### src/hdl/spq_pkg.sv
// Shared types and constants for the stable priority queue unit.
// Depends on nothing; every other file of the block imports it.
`default_nettype none

package spq_pkg;

    localparam int QUEUE_DEPTH = 16;
    localparam int DATA_WIDTH = 32;
    localparam int PRIORITY_WIDTH = 16;
    localparam int STATUS_WIDTH = 2;
    localparam int COUNT_WIDTH = 5;

    localparam logic OP_INSERT = 1'b0;
    localparam logic OP_POP = 1'b1;

    localparam logic [STATUS_WIDTH-1:0] STATUS_OK = 2'd0;
    localparam logic [STATUS_WIDTH-1:0] STATUS_EMPTY = 2'd1;
    localparam logic [STATUS_WIDTH-1:0] STATUS_FULL = 2'd2;

    typedef struct packed {
        logic                      op;
        logic [DATA_WIDTH-1:0]     entry_data;
        logic [PRIORITY_WIDTH-1:0] entry_priority;
    } spq_req_t;

    typedef struct packed {
        logic [STATUS_WIDTH-1:0] status;
        logic [DATA_WIDTH-1:0]   front_data;
        logic [COUNT_WIDTH-1:0]  entry_count;
    } spq_rsp_t;

    typedef struct packed {
        logic                    load;
        logic                    exec;
        logic                    insert;
        logic                    pop;
        logic [STATUS_WIDTH-1:0] code;
    } spq_cmd_t;

    typedef struct packed {
        logic empty;
        logic full;
    } spq_flags_t;

endpackage

`default_nettype wire

### src/hdl/spq_controller.sv
// Controller state machine for the stable priority queue unit.
// Depends on spq_pkg; drives the datapath through command signals only.
`default_nettype none

module spq_controller (
    input  wire logic                clk,
    input  wire logic                rst_n,
    input  wire logic                start,
    input  wire logic                op,
    input  spq_pkg::spq_flags_t      flags,
    output spq_pkg::spq_cmd_t        cmd,
    output logic                     busy,
    output logic                     done
);
    import spq_pkg::*;

    localparam logic ST_IDLE = 1'b0;
    localparam logic ST_EXEC = 1'b1;

    logic state_reg;
    logic state_next;
    logic op_reg;
    logic done_reg;
    logic accept;

    assign accept = start && (state_reg == ST_IDLE);

    always_comb
    begin
        state_next = state_reg;
        cmd = '0;
        cmd.code = STATUS_OK;
        unique case (state_reg)
            ST_IDLE:
            begin
                cmd.load = accept;
                if (accept)
                begin
                    state_next = ST_EXEC;
                end
            end
            ST_EXEC:
            begin
                cmd.exec = 1'b1;
                state_next = ST_IDLE;
                if (op_reg == OP_POP)
                begin
                    if (flags.empty)
                    begin
                        cmd.code = STATUS_EMPTY;
                    end
                    else
                    begin
                        cmd.pop = 1'b1;
                    end
                end
                else
                begin
                    if (flags.full)
                    begin
                        cmd.code = STATUS_FULL;
                    end
                    else
                    begin
                        cmd.insert = 1'b1;
                    end
                end
            end
            default:
            begin
                state_next = ST_IDLE;
            end
        endcase
    end

    always_ff @(posedge clk or negedge rst_n)
    begin
        if (!rst_n)
        begin
            state_reg <= ST_IDLE;
            done_reg <= 1'b0;
        end
        else
        begin
            state_reg <= state_next;
            done_reg <= cmd.exec;
        end
    end

    always_ff @(posedge clk)
    begin
        if (accept)
        begin
            op_reg <= op;
        end
    end

    assign busy = (state_reg == ST_EXEC);
    assign done = done_reg;

endmodule

`default_nettype wire

### src/hdl/spq_datapath.sv
// Datapath of the stable priority queue unit: a sorted shift-register cell array.
// Depends on spq_pkg; obeys the commands of spq_controller.
`default_nettype none

module spq_datapath #(
    parameter int DEPTH = spq_pkg::QUEUE_DEPTH
) (
    input  wire logic                clk,
    input  wire logic                rst_n,
    input  spq_pkg::spq_cmd_t        cmd,
    input  spq_pkg::spq_req_t        request,
    output spq_pkg::spq_flags_t      flags,
    output spq_pkg::spq_rsp_t        response
);
    import spq_pkg::*;

    localparam int CNT_W = $clog2(DEPTH + 1);

    logic [DATA_WIDTH-1:0]     data_reg [DEPTH];
    logic [PRIORITY_WIDTH-1:0] prio_reg [DEPTH];
    logic [CNT_W-1:0]          count_reg;
    logic [CNT_W-1:0]          count_next;
    logic [DATA_WIDTH-1:0]     item_data_reg;
    logic [PRIORITY_WIDTH-1:0] item_prio_reg;
    spq_rsp_t                  rsp_reg;
    spq_rsp_t                  rsp_next;
    logic [CNT_W+COUNT_WIDTH-1:0] count_wide;

    logic [DEPTH-1:0] ge;

    always_ff @(posedge clk)
    begin
        if (cmd.load)
        begin
            item_data_reg <= request.entry_data;
            item_prio_reg <= request.entry_priority;
        end
    end

    for (genvar i = 0; i < DEPTH; i++)
    begin : g_cell
        logic                      valid;
        logic [DATA_WIDTH-1:0]     ins_data;
        logic [PRIORITY_WIDTH-1:0] ins_prio;
        logic [DATA_WIDTH-1:0]     pop_data;
        logic [PRIORITY_WIDTH-1:0] pop_prio;

        assign valid = (CNT_W'(i) < count_reg);
        assign ge[i] = valid && (prio_reg[i] >= item_prio_reg);

        if (i == 0)
        begin : g_head
            assign ins_data = item_data_reg;
            assign ins_prio = item_prio_reg;
        end
        else
        begin : g_body
            assign ins_data = ge[i-1] ? item_data_reg : data_reg[i-1];
            assign ins_prio = ge[i-1] ? item_prio_reg : prio_reg[i-1];
        end

        if (i == DEPTH - 1)
        begin : g_tail
            assign pop_data = data_reg[i];
            assign pop_prio = prio_reg[i];
        end
        else
        begin : g_inner
            assign pop_data = data_reg[i+1];
            assign pop_prio = prio_reg[i+1];
        end

        always_ff @(posedge clk)
        begin
            if (cmd.insert)
            begin
                if (!ge[i])
                begin
                    data_reg[i] <= ins_data;
                    prio_reg[i] <= ins_prio;
                end
            end
            else if (cmd.pop)
            begin
                data_reg[i] <= pop_data;
                prio_reg[i] <= pop_prio;
            end
        end
    end

    always_comb
    begin
        count_next = count_reg;
        if (cmd.insert)
        begin
            count_next = count_reg + CNT_W'(1);
        end
        else if (cmd.pop)
        begin
            count_next = count_reg - CNT_W'(1);
        end
    end

    assign count_wide = {{COUNT_WIDTH{1'b0}}, count_next};

    always_comb
    begin
        rsp_next.status = cmd.code;
        rsp_next.front_data = cmd.pop ? data_reg[0] : '0;
        rsp_next.entry_count = count_wide[COUNT_WIDTH-1:0];
    end

    always_ff @(posedge clk or negedge rst_n)
    begin
        if (!rst_n)
        begin
            count_reg <= '0;
        end
        else
        begin
            count_reg <= count_next;
        end
    end

    always_ff @(posedge clk)
    begin
        if (cmd.exec)
        begin
            rsp_reg <= rsp_next;
        end
    end

    assign flags.empty = (count_reg == '0);
    assign flags.full = (count_reg == CNT_W'(DEPTH));
    assign response = rsp_reg;

endmodule

`default_nettype wire

### src/hdl/stable_priority_queue_unit.sv
// Top level of the stable priority queue unit; joins controller and datapath.
// Depends on spq_pkg, spq_controller and spq_datapath.
//
//   channel    handshake          payload
//   request    start, busy        spq_req_t request
//   response   done (strobe)      spq_rsp_t response
//
// For each item, the accepting edge captures it, and the execute state then
// shifts the cell array and registers the result.
// The result is shown for one cycle with done high; busy is low in that cycle,
// so the next item may be accepted alongside it.
// Reset empties the queue at once; no clearing pass is needed.
// The receiver cannot stall, so results are never held back.
`default_nettype none

module stable_priority_queue_unit #(
    parameter int DEPTH = spq_pkg::QUEUE_DEPTH
) (
    input  wire logic                clk,
    input  wire logic                rst_n,
    input  wire logic                start,
    output logic                     busy,
    input  spq_pkg::spq_req_t        request,
    output logic                     done,
    output spq_pkg::spq_rsp_t        response
);
    import spq_pkg::*;

    spq_cmd_t   cmd;
    spq_flags_t flags;

    spq_controller u_controller (
        .clk   (clk),
        .rst_n (rst_n),
        .start (start),
        .op    (request.op),
        .flags (flags),
        .cmd   (cmd),
        .busy  (busy),
        .done  (done)
    );

    spq_datapath #(
        .DEPTH (DEPTH)
    ) u_datapath (
        .clk      (clk),
        .rst_n    (rst_n),
        .cmd      (cmd),
        .request  (request),
        .flags    (flags),
        .response (response)
    );

    a_done_after_busy: assert property (@(posedge clk) disable iff (!rst_n)
        done |-> $past(busy))
        else $error("Result strobe without a preceding execute cycle.");

    a_single_exec: assert property (@(posedge clk) disable iff (!rst_n)
        busy |=> !busy)
        else $error("Execute phase lasted longer than one cycle.");

    a_fail_no_data: assert property (@(posedge clk) disable iff (!rst_n)
        (done && (response.status != STATUS_OK)) |-> (response.front_data == '0))
        else $error("Failed item returned data.");

    a_empty_count: assert property (@(posedge clk) disable iff (!rst_n)
        (done && (response.status == STATUS_EMPTY)) |-> (response.entry_count == '0))
        else $error("Pop on empty queue reported a non-zero count.");

endmodule

`default_nettype wire

### config.mk
export PLATFORM = sky130hd
export DESIGN_NAME = stable_priority_queue_unit
export DESIGN_NICKNAME = d
export VERILOG_FILES = /design/src/hdl/spq_pkg.sv /design/src/hdl/spq_controller.sv /design/src/hdl/spq_datapath.sv /design/src/hdl/stable_priority_queue_unit.sv
export SDC_FILE = /design/constraint.sdc
export NUM_CORES = 2
export LEC_CHECK = 0
export ABC_AREA = 1
export BUFFER_PORTS_ARGS = -buffer_cell sky130_fd_sc_hd__buf_2
export CORE_UTILIZATION = 45
export CTS_BUF_LIST = sky130_fd_sc_hd__clkbuf_4 sky130_fd_sc_hd__clkbuf_8
export DETAILED_ROUTE_END_ITERATION = 10
export GPL_TIMING_DRIVEN = 0
export HOLD_SLACK_MARGIN = 0.06
export PLACE_DENSITY = 0.72
export SYNTH_ARGS = -nofsm -noshare
export SYNTH_HDL_FRONTEND = slang
export SYNTH_HIERARCHICAL = 1
export SYNTH_SLANG_ARGS = --single-unit
export TNS_END_PERCENT = 100
### constraint.sdc
create_clock -name clk -period 4.7 [get_ports clk]
set_clock_uncertainty 0.1 [all_clocks]
set_input_delay 0 -clock clk [delete_from_list [all_inputs] [get_ports clk]]
set_output_delay 0 -clock clk [all_outputs]
set_load 0.01 [all_outputs]
# After elaboration in Yosys (flattened, before gate mapping)
# Memory sizes are Yosys's and may differ from the RTL's.
# Index checks and enable logic that the tools add are counted.
# totals
ff_bits,95
ramBits,768
in_bits,52
word_cells,223
n_memories,2
# mem_list
memory,words,word_bits,rd,rd_ports_with_merged_regs,write_ports,line_no,source
u_datapath.data_reg,16,32,16,0,16,spq_datapath.sv:19,logic [DATA_WIDTH-1:0] data_reg [DEPTH];
u_datapath.prio_reg,16,16,16,0,16,spq_datapath.sv:20,logic [PRIORITY_WIDTH-1:0] prio_reg [DEPTH];
# op_classes
addsub,2
magnitude_cmp,32
eq_ne,1
mux,126
bitwise_logic,33
n_reduce_logical,18
# op_table
operator,n
$mux W32,31
$mux W16,31
$ge A16 B16 Y1,16
$mux W1,58
$lt A4 B5 Y1 const A,8
$or A1 B1 Y1,32
$lt A3 B5 Y1 const A,4
$logic_and A1 B1 Y1,17
$mux W5,3
$lt A1 B5 Y1 const A,2
$lt A2 B5 Y1 const A,2
$add A5 B1 Y5 const B,1
$eq A5 B5 Y1 const B,1
$logic_not A5 Y1,1
$sub A5 B1 Y5 const B,1
$mux W2,2
$pmux W1 S2,1
$not A1 Y1,1

# Longest topological paths before layout
# logic_depth
depth_word,8
depth_mapped,17

# Cells and area by module
# Netlist, hierarchy kept.
# by_module_without_submodules
module,instances,cells_each,area_per_inst_um2,seq_area_each_um2
spq_datapath,1,6579,52012.4,25799.7
spq_controller,1,16,136.4,80.1

# Least setup slack after synthesis
# No wires, ideal clock.
# synth_timing
path_type,reg2reg
startpoint,register u_datapath.item_prio_reg[3] (netlist: u_datapath/g_cell[0].ins_prio[3])
endpoint,memory u_datapath.data_reg[15][0] (netlist: u_datapath/data_reg[1][224]) (enable)
setup_time_ps,469
arrival_time_ps,4320
required_time_ps,4131
setup_slack_ps,-189
path_stages_with_launch,10
synth_period_minus_slack_ps,4889
cell_sequence,edfxtp_1 > clkinv_1 > clkbuf_1 > ha_1 > a21oi_1 > o21a_1 > nor2_1 > o21ai_0 > nand3_1 > a21oi_1
# synth_lines
item,line_no,source
start: declaration,spq_datapath.sv:24,logic [PRIORITY_WIDTH-1:0] item_prio_reg;
start signal: assignment,spq_datapath.sv:36,item_prio_reg <= request.entry_priority;
end: declaration,spq_datapath.sv:19,

==> metrics <==
FMAX=212 MHz; reg-to-reg slack, setup=-0.01 ns; RSZ-0062 raised after global routing=false; Reg2Reg Depth=9; CTS tree=yes; maximum fanout along the worst path=26; Comb power frac=39.1%; area of the multi-input gates=21,200 um^2; Via Count=44,500; cell count along the critical path=9; internal power=18.7 mW; DP Wirelength=116 mm; Power Density=530 nW/um^2; IO buf count=92; delay-heaviest family, CP=buffers and inverters; Setup crit end=u_datapath/prio_reg[1][125]; final instance area=58,900 um^2; largest net degree at the start of global routing=49; RR Startpoint=u_datapath/count_reg[0]; final hold violations=0; Final min period=4.71 ns; critical-path cell list=inv_1 -> ha_1 -> inv_1 -> nor3_1 -> nor2_1 -> clkbuf_1 -> inv_1 -> a21oi_4 -> buf_12; Switch Pwr=12.5 mW; leakage=28.3 nW; Worst Path Required=5.13 ns; Post CTS Setup Buffer Count=0; Initial Utilization=45.5%; Root Buffer=clkbuf_8; Final ANT Viol Nets=0; Max Cap Viol=0; vias in the first global route=42,700; post-synthesis sequential area ratio=49.6%; DRC Markers=6; YS warnings=6; Post-Synth Simple-Gate Area=31.5%; CP Class=register to register; mux cell area share after synthesis=0%; die height=342 um; most used cell along the critical path=inv_1; Iteration-0 DRC Markers=4,649; Setup crit start=u_datapath/count_reg[0]; fin crit share=100%; initial antenna violation count=6; CP max-delay cell=clkbuf_1; post-DR vias/cell=5.18; H-tree levels=4; register area=25,900 um^2; Post-Syn Area=52,100 um^2; sequential share of power=39.1%; full die area=117,000 um^2; Syn Nets=6,907; Least-Margin Pin Slew=1.29 ns; placed insts=8,217; Post-synth EDFFs=856; insertion delay to the later sink of the worst-skew pair=0.84 ns; post-synthesis adder-cell area fraction=6.24%; Final Power=31.2 mW; Synth Area in XOR/XNOR=0.0504%; R2R Path End=u_datapath/prio_reg[1][125]; status=complete, but fails checks; boundary pin count=93; Hold Path Class=primary input to asynchronous set/reset pin; CP endpoint kind=register; CP startpoint kind=register; area of the core=115,000 um^2; Syn Area/Cell=7.91 um^2; Main synth FF type=edfxtp_1; count of different cell masters after synthesis=28; failing checks=design-rule violations, negative setup slack; GP Congestion=0.929; relative slew slack=13.7%; synthesized flop and latch total=863; GRT overflow=0; Worst VDD drop=0.261 mV; final WL=148 mm; fin. max-slew vios=0; Buf/Inv on CP=5; fraction of registers with async set or reset after synthesis=0.811%; Reg clk slew, reported paths=0.06 ns; Worst path max stage delay=1.01 ns; GRT Util Overall=24.9%; Die Span X=342 um; CTS Buf Count=153; Cells after Synth=6,595; Wirelength per Cell=17.2 um; setup slack after layout=-0.0131 ns; Synth Area in Compound Gates=2.78%; Largest register FFs=512; clock share of power=21.8%; Filler Cells Inserted=10,800; first-pass GRT wire length=229 mm; # nets final=7,274; sw frac=40.2%; post-place instance area=54,900 um^2; Clock Sinks=863; WP data arrival=5.14 ns; Area Overhead vs Synth=12.9%; layout cells sized above 1=7.87%; setup TNS=-0.124 ns; non-filler cells, final=8,590; cell row count=124; largest family of logic cells by synthesized area=simple AND/OR/NAND/NOR gates; Pre-Repair DR Iteration Count=11; setup violators final=20; Clock Tree Buf Depth=3
## metrics by stage
step	hold WS [ns]	utilization (%)	worst slack, ns
detailed placement	-0.218	47.9	-0.416
global placement	-0.225	47.5	-1.43
CTS	0.0739	51.3	0.0349
floorplan	-0.396	-	0.639
global route	0.151	51.3	0.0253
finish	0.164	51.3	-0.0131
## routing by layer
layer / wire [um] / global-route usage (%)
met1: 64000 / 33.6
met2: 66100 / 39.8
met3: 13200 / 4.82
met4: 4460 / 9.10
met5: 9 / 0
## worst min-delay path by stage
stage / from / to / slack (ns) / cells past startpoint
final: rst_n / u_datapath/count_reg[0] / 0.16 / 3
after global routing: rst_n / u_datapath/count_reg[0] / 0.15 / 3
after CTS: rst_n / u_datapath/count_reg[0] / 0.07 / 3
after detailed placement: rst_n / u_controller/done / -0.22 / 1
after global placement: rst_n / u_controller/done / -0.22 / 1
after floorplan: rst_n / u_controller/busy / -0.40 / 0
## layout by cell type (no fill, tap or decap), types with 7 or more instances in the layout
master         Yosys  layout
nand2_1         2409    2394
nand3_1         1375    1375
edfxtp_1         856     856
inv_1            840     840
ha_1             260     260
buf_2            163     257
clkbuf_1         232     213
clkbuf_8           0     159
o21ai_0          139     139
dlygate4sd3_1      0     102
a21oi_1          103     102
nor2_1            77      77
clkbuf_4           0      52
clkinv_1          15      52
buf_1             36      35
nand4_1           23      23
o21bai_1          18      18
clkbuf_2           0      17
buf_12             0      16
nand2_2            0      14
clkinv_2           0      11
nor3_1            11      11
clkinvlp_4         0       7
buf_4              7       7
dfrtp_1            7       7
## final cells by class
cell class	instances	area share, %
Tap cell	1512	3.21
Sequential cell	863	44.0
Inverter	858	5.47
Antenna cell	2	0.00850
Clock inverter	58	0.540
Clock buffer	211	4.38
Timing Repair Buffer	212	3.11
Multi-Input combinational cell	4436	36.1
Buffer	438	3.24
## synthesized netlist by cell type, drive strengths merged, types with 3 or more instances
cell type | instances | area share, %
nand2 | 2409 | 17
nand3 | 1375 | 13
edfxtp | 856 | 49
inv | 843 | 6.1
ha | 260 | 6.2
clkbuf | 232 | 1.7
buf | 206 | 1.9
o21ai | 142 | 1.4
a21oi | 104 | 1.0
nor2 | 80 | 0.59
nand4 | 23 | 0.28
o21bai | 19 | 0.28
clkinv | 15 | 0.11
nor3 | 11 | 0.11
dfrtp | 7 | 0.34
a21o | 4 | 0.058
o21a | 4 | 0.058
xor2 | 3 | 0.050
## what timing repair did
item,CTS,global route
hold buffers,102,0
endpoints found under the hold margin,106,0
pin swaps,0,0
resized for setup,11,15
endpoints found under the setup margin,622,167
## power groups by stage
stage                     Sequential, mW  Combinational, mW  Clock [mW]
after floorplan                     12.1               8.50           0
after global placement              12.3               11.4           0
after detailed placement            12.3               11.9           0
after CTS                           12.2               12.0        6.95
after global routing                12.4               13.7        7.24
final                               12.2               12.2        6.80
## cell families after synthesis
group / Yosys count
compound gates: 274
xor+xnor: 3
fa+ha+maj: 260
buf+inv: 1296
flops: 863
simple gates: 3899
## worst register-to-register path, cell delays in order (launching register included)
cell      delay [ns]
dfrtp_1         0.52
inv_1           0.19
ha_1            0.23
inv_1           0.17
nor3_1          0.19
nor2_1          0.46
clkbuf_1        1.01
inv_1           0.48
a21oi_4         0.73
buf_12          0.28
Power figures use the tool's default switching activity.
